## src/design/idu_pkg.sv

```systemverilog
// ----------------------------------------------------------------------------
// idu_pkg: shared types and microcode for the integer divider
// Mode codes, control word layout, the control program and the control and
// status groups exchanged between sequencer and datapath.
// ----------------------------------------------------------------------------
package idu_pkg;

  // Mode codes: bit 1 selects 64-bit width, bit 0 selects signed operands
  localparam logic [1:0] FUNC_UDIV32 = 2'd0;
  localparam logic [1:0] FUNC_SDIV32 = 2'd1;
  localparam logic [1:0] FUNC_UDIV64 = 2'd2;
  localparam logic [1:0] FUNC_SDIV64 = 2'd3;

  localparam int unsigned PcW  = 2;
  localparam int unsigned CntW = 6;

  typedef enum logic [1:0] {
    OP_WAIT = 2'd0,  // take an input transfer
    OP_PREP = 2'd1,  // form magnitudes, clear remainder, load bit count
    OP_ITER = 2'd2,  // one quotient bit
    OP_DONE = 2'd3   // sign fix and hand off to the output register
  } uop_e;

  typedef enum logic [1:0] {
    JC_NONE     = 2'd0,
    JC_NO_INPUT = 2'd1,
    JC_CNT_NZ   = 2'd2,
    JC_OUT_BUSY = 2'd3
  } jcond_e;

  typedef struct packed {
    uop_e           op;
    jcond_e         cond;
    logic [PcW-1:0] target;
  } uword_t;

  // Jump to target when the condition holds, else fall through to the next step
  localparam uword_t UROM [2**PcW] = '{
    '{op: OP_WAIT, cond: JC_NO_INPUT, target: PcW'(0)},
    '{op: OP_PREP, cond: JC_NONE,     target: PcW'(0)},
    '{op: OP_ITER, cond: JC_CNT_NZ,   target: PcW'(2)},
    '{op: OP_DONE, cond: JC_OUT_BUSY, target: PcW'(3)}
  };

  typedef struct packed {
    logic load;
    logic prep;
    logic step;
  } ctrl_t;

  typedef struct packed {
    logic cnt_nz;
  } status_t;

endpackage

```

## src/design/idu_datapath.sv

```systemverilog
// ----------------------------------------------------------------------------
// idu_datapath: restoring division datapath
// Operand capture, magnitude forming, one shift-and-subtract step per cycle
// and the final sign and width fix of the quotient.
// ----------------------------------------------------------------------------
module idu_datapath (
  input  logic            clk_i,
  input  idu_pkg::ctrl_t  ctrl_i,
  input  logic [1:0]      func_i,
  input  logic [63:0]     dividend_i,
  input  logic [63:0]     divisor_i,
  output idu_pkg::status_t stat_o,
  output logic [63:0]     quotient_o
);
  import idu_pkg::*;

  logic [1:0]      func_q;
  logic [63:0]     x_q, y_q;
  logic [63:0]     num_q, num_d;
  logic [63:0]     den_q, den_d;
  logic [63:0]     rem_q, rem_d;
  logic [63:0]     quo_q, quo_d;
  logic [CntW-1:0] cnt_q, cnt_d;
  logic            neg_q, neg_d;
  logic            zero_q, zero_d;

  logic        is64, sgn, na, nb;
  logic [63:0] xa, yb, xneg, yneg, a_mag, b_mag;
  logic [64:0] sh, diff;
  logic        qbit;
  logic [63:0] qneg, qsel;

  assign is64 = func_q[1];
  assign sgn  = func_q[0];

  always_comb begin
    xa    = is64 ? x_q : {32'b0, x_q[31:0]};
    yb    = is64 ? y_q : {32'b0, y_q[31:0]};
    na    = sgn & (is64 ? x_q[63] : x_q[31]);
    nb    = sgn & (is64 ? y_q[63] : y_q[31]);
    xneg  = 64'd0 - xa;
    yneg  = 64'd0 - yb;
    a_mag = na ? (is64 ? xneg : {32'b0, xneg[31:0]}) : xa;
    b_mag = nb ? (is64 ? yneg : {32'b0, yneg[31:0]}) : yb;
  end

  // The shifted remainder keeps its carry-out as bit 64 for the compare
  assign sh   = {rem_q, num_q[63]};
  assign diff = sh - {1'b0, den_q};
  assign qbit = ~diff[64];

  always_comb begin
    num_d  = num_q;
    den_d  = den_q;
    rem_d  = rem_q;
    quo_d  = quo_q;
    cnt_d  = cnt_q;
    neg_d  = neg_q;
    zero_d = zero_q;
    if (ctrl_i.prep) begin
      // 32-bit modes start with the dividend in the upper half
      num_d  = is64 ? a_mag : {a_mag[31:0], 32'b0};
      den_d  = b_mag;
      rem_d  = '0;
      quo_d  = '0;
      cnt_d  = is64 ? CntW'(63) : CntW'(31);
      neg_d  = na ^ nb;
      zero_d = (yb == 64'd0);
    end else if (ctrl_i.step) begin
      num_d = {num_q[62:0], 1'b0};
      rem_d = qbit ? diff[63:0] : sh[63:0];
      quo_d = {quo_q[62:0], qbit};
      cnt_d = cnt_q - CntW'(1);
    end
  end

  always_ff @(posedge clk_i) begin
    if (ctrl_i.load) begin
      func_q <= func_i;
      x_q    <= dividend_i;
      y_q    <= divisor_i;
    end
    num_q  <= num_d;
    den_q  <= den_d;
    rem_q  <= rem_d;
    quo_q  <= quo_d;
    cnt_q  <= cnt_d;
    neg_q  <= neg_d;
    zero_q <= zero_d;
  end

  assign stat_o.cnt_nz = (cnt_q != '0);

  always_comb begin
    qneg = 64'd0 - quo_q;
    qsel = neg_q ? qneg : quo_q;
    if (zero_q) begin
      quotient_o = '0;
    end else if (is64) begin
      quotient_o = qsel;
    end else begin
      quotient_o = {32'b0, qsel[31:0]};
    end
  end

endmodule

```

## src/design/integer_divider_unit.sv

```systemverilog
// ----------------------------------------------------------------------------
// integer_divider_unit: signed and unsigned restoring integer divider
// Divides 32- or 64-bit operands, truncating toward zero, under a small
// microcoded control program.
// ----------------------------------------------------------------------------
// Usage:
//   Input channel: in_valid_i / in_stall_o with func_i, dividend_i and
//   divisor_i. func_i selects unsigned 32, signed 32, unsigned 64 or signed 64.
//   Output channel: out_valid_o / out_stall_i with quotient_o. A transfer
//   happens at a clock edge where valid is high and stall is low.
//   One item is in the datapath at a time. After an input transfer the
//   sequencer spends one step forming magnitudes, one step per quotient bit
//   (32 or 64), and one step writing the output register. The next input is
//   taken in the cycle after the result is written, even while that result
//   still waits in the output register, so a new item does not start until
//   the last one has been written.
//   If the receiver stalls, the finished quotient waits in the final step until
//   the output register is free; no result is dropped.
//   A zero divisor gives a zero quotient. rst_ni clears the program counter and
//   the output valid; the block then waits for input.
// ----------------------------------------------------------------------------
module integer_divider_unit (
  input  logic        clk_i,
  input  logic        rst_ni,
  input  logic        in_valid_i,
  output logic        in_stall_o,
  input  logic [1:0]  func_i,
  input  logic [63:0] dividend_i,
  input  logic [63:0] divisor_i,
  output logic        out_valid_o,
  input  logic        out_stall_i,
  output logic [63:0] quotient_o
);
  import idu_pkg::*;

  logic [PcW-1:0] pc_q, pc_d;
  uword_t         uw;
  logic           take;
  logic           out_valid_q, out_valid_d;
  logic [63:0]    quot_q;
  logic           out_busy, out_write;
  ctrl_t          ctrl;
  status_t        stat;
  logic [63:0]    dp_quot;

  assign uw         = UROM[pc_q];
  assign in_stall_o = (uw.op != OP_WAIT);
  assign out_busy   = out_valid_q & out_stall_i;
  assign out_write  = (uw.op == OP_DONE) & ~out_busy;

  always_comb begin
    case (uw.cond)
      JC_NONE:     take = 1'b0;
      JC_NO_INPUT: take = ~in_valid_i;
      JC_CNT_NZ:   take = stat.cnt_nz;
      JC_OUT_BUSY: take = out_busy;
      default:     take = 1'b0;
    endcase
    pc_d = take ? uw.target : pc_q + PcW'(1);
  end

  assign ctrl.load = (uw.op == OP_WAIT) & in_valid_i;
  assign ctrl.prep = (uw.op == OP_PREP);
  assign ctrl.step = (uw.op == OP_ITER);

  idu_datapath u_datapath (
    .clk_i      (clk_i),
    .ctrl_i     (ctrl),
    .func_i     (func_i),
    .dividend_i (dividend_i),
    .divisor_i  (divisor_i),
    .stat_o     (stat),
    .quotient_o (dp_quot)
  );

  // Hold the result until its transfer, drop valid after it
  always_comb begin
    out_valid_d = out_valid_q;
    if (out_valid_q && !out_stall_i) begin
      out_valid_d = 1'b0;
    end
    if (out_write) begin
      out_valid_d = 1'b1;
    end
  end

  always_ff @(posedge clk_i or negedge rst_ni) begin
    if (!rst_ni) begin
      pc_q        <= '0;
      out_valid_q <= 1'b0;
    end else begin
      pc_q        <= pc_d;
      out_valid_q <= out_valid_d;
    end
  end

  always_ff @(posedge clk_i) begin
    if (out_write) begin
      quot_q <= dp_quot;
    end
  end

  assign out_valid_o = out_valid_q;
  assign quotient_o  = quot_q;

endmodule

```

## config.mk

```make
export PLATFORM = sky130hd
export DESIGN_NAME = integer_divider_unit
export DESIGN_NICKNAME = d
export VERILOG_FILES = /design/src/design/idu_pkg.sv /design/src/design/idu_datapath.sv /design/src/design/integer_divider_unit.sv
export SDC_FILE = /design/constraint.sdc
export NUM_CORES = 1
export LEC_CHECK = 0
export BUFFER_PORTS_ARGS = -buffer_cell sky130_fd_sc_hd__buf_2
export CELL_PAD_IN_SITES_DETAIL_PLACEMENT = 0
export CELL_PAD_IN_SITES_GLOBAL_PLACEMENT = 2
export CORE_ASPECT_RATIO = 0.5
export CORE_UTILIZATION = 36
export DETAILED_ROUTE_END_ITERATION = 7
export PLACE_DENSITY = 0.86
export SETUP_SLACK_MARGIN = 0.02
export SYNTH_ARGS = -nofsm -noshare
export SYNTH_HDL_FRONTEND = slang
export SYNTH_SLANG_ARGS = --single-unit
```

## constraint.sdc

```tcl
create_clock -name clk_i -period 7.1 [get_ports clk_i]
set_clock_uncertainty 0.15 [all_clocks]
set_input_delay 1.42 -clock clk_i [delete_from_list [all_inputs] [get_ports clk_i]]
set_output_delay 1.42 -clock clk_i [all_outputs]
set_load 0.02 [all_outputs]
```

== Yosys cells after proc, flatten, opt, wreduce, memory -nomap -nowiden ==
Cells that the tools add are included.

* Add/sub/neg operators: 6
* Equality and inequality tests: 6
* Reductions and logical operators: 10
* $lt $le $gt $ge: 1
* Mux-type cells: 23
* Bitwise operators: 11

{| class="wikitable"
|+ Operators with widths
! cell !! count
|-
| $mux 64 || 11
|-
| $sub 1x64->64 const A || 3
|-
| $sub 65x64->65 || 1
|-
| $logic_not 64->1 || 1
|-
| $mux 6 || 5
|-
| $bmux 6 s2 || 1
|-
| $eq 2x2->1 const B || 4
|-
| $reduce_bool 2->1 || 3
|-
| $reduce_bool 6->1 || 1
|-
| $sub 6x1->6 const B || 1
|-
| $and 1x1->1 || 5
|-
| $eq 2x1->1 const B || 2
|-
| $logic_not 2->1 || 2
|-
| $mux 1 || 4
|-
| $not 1->1 || 4
|-
| $pmux 1 s4 || 1
|-
| $ge 3x3->1 const B || 1
|-
| $not 2->3 || 1
|-
| $add 2x1->2 const B || 1
|-
| $mux 2 || 1
|-
| $reduce_or 2->1 || 1
|-
| $logic_and 1x1->1 || 1
|-
| $logic_not 1->1 || 1
|-
| $xor 1x1->1 || 1
|}

* Word-level logic and storage cells: 71
* Output and inout port bits: 66
* Bits in registers: 461

== Logic depth before layout (Yosys ltp) ==
* Depth after elaboration: 7
* Gate-level depth with buffers: 16
* Gate-level depth less buffers: 14

== Cells and area by module ==
From an unflattened synthesis, not the netlist that was laid out.

* Cells, all modules: 2510
* Area total of the unflattened synthesis: 25373.1 µm²

{| class="wikitable"
|+ Modules (own cells, without submodules)
! module !! cells an instance !! seq. area each (µm²) !! instances !! area an instance (µm²)
|-
| idu_datapath || 2423 || 10550.1 || 1 || 23177.2
|-
| integer_divider_unit || 87 || 1996.9 || 1 || 2195.9
|}

== Worst setup path after synthesis ==
OpenSTA, ideal clock, no wires.

* Kind: input to register
* Start point: input in_valid_i
* End point: register u_datapath.func_q[0], enable pin
* Buffers on the path: 0
* Path slack: -0.501 ns
* Arrival time: 6.830 ns
* Library setup time: 0.621 ns
* Stages: 2
* Cells stage by stage: inv_1 > nor2_1

{| class="wikitable"
|+ RTL lines
! what !! RTL line !! source
|-
| start: declaration || integer_divider_unit.sv:25 || <nowiki>input logic in_valid_i,</nowiki>
|-
| end signal: assignment || idu_datapath.sv:79 || <nowiki>func_q <= func_i;</nowiki>
|-
| end: declaration || idu_datapath.sv:17 || <nowiki>logic [1:0] func_q;</nowiki>
|}

== Worst setup path after layout ==
* Start point: register u_datapath.den_q[0]
* End point: register u_datapath.rem_q[1]

* Longest elaborated chain between the ends: 2

{| class="wikitable"
|+ Ends and longest elaborated chain
! what !! RTL line !! source
|-
| start: declaration || idu_datapath.sv:20 || <nowiki>logic [63:0] den_q, den_d;</nowiki>
|-
| start signal: assignment || idu_datapath.sv:84 || <nowiki>den_q <= den_d;</nowiki>
|-
| $sub 65x64->65 || idu_datapath.sv:49 || <nowiki>assign diff = sh - {1'b0, den_q};</nowiki>
|-
| $mux 64 || idu_datapath.sv:71 || <nowiki>rem_d = qbit ? diff[63:0] : sh[63:0];</nowiki>
|-
| end signal: assignment || idu_datapath.sv:85 || <nowiki>rem_q <= rem_d;</nowiki>
|-
| end: declaration || idu_datapath.sv:21 || <nowiki>logic [63:0] rem_q, rem_d;</nowiki>
|}

Every way passes these cells.
A chain may end at the register's enable or synchronous reset.

==> metrics.sh <==
WORST_EP_ARRIVAL_TIME_NS=5.39
CTS-HTREE-LEVELS=2
GRT_OVERFLOW=0
HOLD_VIOLATIONS=0
CTS_ROOT_BUFFER='sky130_fd_sc_hd__clkbuf_16'
WORST_SLEW_PIN_SLEW_NS=1.10
PART_OF_THE_CYCLE_THE_WORST_PATH_NEEDS_PCT=70.4
PLACEMENT_STAGE_CELL_AREA_UM2=26800
POWER_DENSITY_nW_PER_UM2=483
TRITONCTS='yes'
ANTENNA_FOUND_INITIAL=2
MAXCLOCKFREQUENCY_MHz=200
YOSYSWARNINGCOUNT=0
DOMINANTREGCELLSYNTH='sky130_fd_sc_hd__edfxtp_1'
DETAIL_ROUTE.WIRELENGTH_UM=61600
CLK_PIN_SLEW_WORST_PATHS_NS=0.07
GRT_MAX_DEGREE=199
POST_CTS_HOLD_BUFFER_COUNT=0
VIA_PER_INST=5.22
START_KIND='flop'
CLOCK_LATENCY_NS=0.59
DESIGN.PORTCOUNT=200
FIRST_ITER_VIOLATIONS=1176
DETAIL-ROUTE-ANTENNA-NETS=0
MIN_PATH_TYPE='flop to flop'
REMAINING_DRC_ERRORS=0
STATUS='completed'
POST_ROUTE_CELLS_DRIVE_ABOVE_1_SHARE_PCT=12.6
DRT_PASS1_ITERATIONS=5
FIN_TNS_SETUP_NS=0
AVGROUTEDWIREPERCELL_UM=17.5
MAX_CAP_VIOLATIONS=0
CELLLEAKAGEPOWER_nW=10.9
DP.FINAL_HPWL_UM=43400
CRITICAL_PATH.ENDPOINT_TYPE='flop'
SETUP_VIOL=0
FIN_WORST_HOLD_SLACK_NS=0.343
FINAL_CELL_COUNT_NO_FILL=3529
TIMING.CRITICAL_PATH.REQUIRED_NS=7.48
SYN-MEAN-INSTANCE-AREA_UM2=10.1
FP-ROW-COUNT=67
INITIAL_UTILIZATION_PCT=36.8
CTS.PATH.MAX_BUFFERS=3
CTS-RESIZED-GATES=0
GRT_FIRST_PASS_WIRELENGTH_UM=97800
PORT_BUFFERS=199
TIMING.MAX_SLEW.REL_SLACK_PCT=26.9
SYNTH.CELL_AREA_UM2=25000
CORE-AREA_UM2=67700
AREA.GROWTH.SYNTH_TO_FINAL_PCT=13.5
SYNTHCELLS=2460
VIA_COUNT_OF_THE_FIRST_GLOBAL_ROUTING_PASS=17600
POST_SYNTH_EDFFS=330
POSTLAYOUTCELLAREA_UM2=28300
PEAKVDDDROP_uV=313
YOSYSSEQAREASHARE_PCT=50.3
PROPORTION_OF_SYNTHESIZED_FLIP_FLOPS_HAVING_ASYNCHRONOUS_SET_OR_RESET_PCT=0.651
GRT_SETUP_UNREPAIRED='false'
FINAL_NETS=2802
SYNTHESIS.NETS=2669
TIMING_WORST_SETUP_PATH_TYPE='flop to flop'
POST_SYNTH_NUM_CELL_TYPES=77
GR-USAGE-ALL-LAYERS_PCT=17.2
PLACED_CELLS_INCL_TAPS=3443
POST_CTS.REPAIR.SETUP_BUFFERS=0
PLACE.GP.CONGESTION=0.878
FINALCRITICALPERIOD_NS=5.00
ROUTED-VIA-COUNT=18432
CTS_SINKS=461
MAX_SLEW_VIOLATIONS=0
FP.DIEH_UM=188
DIE-WIDTH_UM=374
NFILLCELLS=6629
MULTIINPUTGATEAREA_UM2=11600
SEQCELLAREA_UM2=12500
MAXIMUM_FANOUT_COUNT_ALONG_THE_CRITICAL_PATH=59
SYNTHESIS_STAGE_REGISTER_BIT_COUNT=461
FLOORPLAN.DIE_AREA_UM2=70400
NUMBER_OF_BUFFERS_ADDED_BY_THE_CLOCK_TREE_SYNTHESIS_STEP=45
power breakdown:
part / switching, mW / leakage, nW / internal, mW
Clock: 1.09 / 0.735 / 1.41
Combinational: 4.09 / 6.00 / 2.54
Sequential: 0.462 / 4.21 / 4.07
Total: 5.65 / 10.9 / 8.02
per-stage QoR:
stage,total power [mW],utilization (%),setup WS (ns)
2_1_floorplan,9.61,-,0.278
6_report,13.7,41.8,2.10
4_1_cts,13.8,41.8,2.10
3_5_place_dp,11.2,39.6,2.12
5_1_grt,14.7,41.8,1.78
3_3_place_gp,11.2,39.6,2.20
critical path, stage by stage, from the launching register on:
cell	delay (ns)
sky130_fd_sc_hd__edfxtp_1	0.37
sky130_fd_sc_hd__ha_1	0.23
sky130_fd_sc_hd__fa_1	0.41
sky130_fd_sc_hd__nand2b_1	0.18
sky130_fd_sc_hd__a21oi_1	0.19
sky130_fd_sc_hd__o2111ai_1	0.25
sky130_fd_sc_hd__a21oi_1	0.44
sky130_fd_sc_hd__a41o_1	0.36
sky130_fd_sc_hd__a31o_2	0.27
sky130_fd_sc_hd__a21oi_1	0.10
sky130_fd_sc_hd__nor3_2	0.85
sky130_fd_sc_hd__buf_12	0.45
sky130_fd_sc_hd__nor2_1	0.07
sky130_fd_sc_hd__a2111oi_0	0.40
sky130_fd_sc_hd__a31o_2	0.17
layer usage:
metal	vias to the layer above	share of wire, %	GRT usage [%]
met5	-	0	0
met4	0	1.9	4.21
met3	81	3.7	2.65
met1	8782	49	24.1
met2	351	46	27.7
li1	9218	-	-
path summary, 6_finish.rpt:
path	end	cells past startpoint	slack, ns	startpoint
worst max-delay path	u_datapath.rem_q[1]	14	2.10	u_datapath.den_q[0]
max in group asynchronous	pc_q[0]	1	6.22	rst_ni
worst min register to register	u_datapath.rem_q[54]	2	0.34	u_datapath.rem_q[54]
worst max register to register	u_datapath.rem_q[1]	14	2.10	u_datapath.den_q[0]
min in group asynchronous	pc_q[1]	1	0.46	rst_ni
worst min-delay path	u_datapath.rem_q[54]	2	0.34	u_datapath.rem_q[54]
cell usage after synthesis, drive strengths merged (3+ instances only):
master   number  area (µm²)
a2111oi       4        35.0
a211oi       67         503
a21boi        8        60.1
a21o         26         195
a21oi       165         826
a22o         24         210
a311oi        4        35.0
a31o          3        26.3
a31oi        16         100
and2          8        50.1
and3          9        56.3
buf          18        75.1
clkbuf      117         439
dfrtp         3        75.1
dfxtp       128        2560
edfxtp      330        9910
ha           74         926
inv         105         394
mux2         11         124
mux2i       128        1280
nand2       136         510
nand2b       16         108
nand3        25         125
nand3b        4        30.0
nand4        30         188
nor2        355        1330
nor2b        12        75.1
nor3         44         225
nor4         30         194
o211ai        6        45.0
o21a         12        90.1
o21ai       121         606
o21bai       16         120
o221ai        5        43.8
o2bb2ai       8        70.1
o31ai        38         290
o41ai        20         190
or2          13        83.8
or3          31         199
or4          26         218
xnor2        87         762
xor2        147        1290
state kept, by name, summed over array words and instances (netlist names):
register and flops:
quotient_o 64, u_datapath.den_q 64, u_datapath.num_q 64, u_datapath.quo_q 64
u_datapath.rem_q 64, u_datapath.x_q 64, u_datapath.y_q 64, u_datapath.cnt_q 6
pc_q 2, u_datapath.func_q 2, out_valid_o 1, u_datapath.neg_q 1
u_datapath.zero_q 1
layout make-up:
cell class / instances / area share, %
Inverter: 106 / 1.40
Sequential cell: 461 / 44.3
Clock buffer: 63 / 4.50
Clock inverter: 21 / 0.879
Multi-Input combinational cell: 1758 / 40.8
Antenna cell: 2 / 0.0177
Tap cell: 897 / 3.96
Timing Repair Buffer: 221 / 4.19
layout by cell type (no fill, tap or decap), types with 8 or more instances in the layout:
cell	instances
sky130_fd_sc_hd__nor2_1	354
sky130_fd_sc_hd__edfxtp_1	330
sky130_fd_sc_hd__buf_2	199
sky130_fd_sc_hd__a21oi_1	165
sky130_fd_sc_hd__xor2_1	147
sky130_fd_sc_hd__nand2_1	136
sky130_fd_sc_hd__mux2i_1	128
sky130_fd_sc_hd__dfxtp_1	128
sky130_fd_sc_hd__inv_1	104
sky130_fd_sc_hd__o21ai_0	95
sky130_fd_sc_hd__xnor2_1	87
sky130_fd_sc_hd__ha_1	71
sky130_fd_sc_hd__a211oi_1	67
sky130_fd_sc_hd__clkbuf_16	46
sky130_fd_sc_hd__nor3_1	42
sky130_fd_sc_hd__o31ai_1	37
sky130_fd_sc_hd__or3_1	30
sky130_fd_sc_hd__nand4_1	30
sky130_fd_sc_hd__nor4_1	29
sky130_fd_sc_hd__a21o_1	26
sky130_fd_sc_hd__nand3_1	25
sky130_fd_sc_hd__o21ai_1	25
sky130_fd_sc_hd__a22o_1	24
sky130_fd_sc_hd__or4_1	20
sky130_fd_sc_hd__buf_4	20
sky130_fd_sc_hd__o41ai_1	18
sky130_fd_sc_hd__a31oi_1	16
sky130_fd_sc_hd__o21bai_1	16
sky130_fd_sc_hd__nand2b_1	15
sky130_fd_sc_hd__nor2b_1	12
sky130_fd_sc_hd__o21a_1	12
sky130_fd_sc_hd__clkbuf_1	11
sky130_fd_sc_hd__mux2_2	10
sky130_fd_sc_hd__and3_1	9
sky130_fd_sc_hd__and2_1	8
sky130_fd_sc_hd__o2bb2ai_1	8
logic make-up after synthesis:
family	Yosys count	share of synthesized area, %
adder cells (fa/ha/maj)	75	3.79
XOR/XNOR	234	8.21
multiplexers	139	5.63
flip-flops	461	50.3
buffers and inverters	241	3.65
AND/OR/NAND/NOR	745	13.8
AO/OA/AOI/OAI	565	14.6
(Power assumes the default switching activity.)
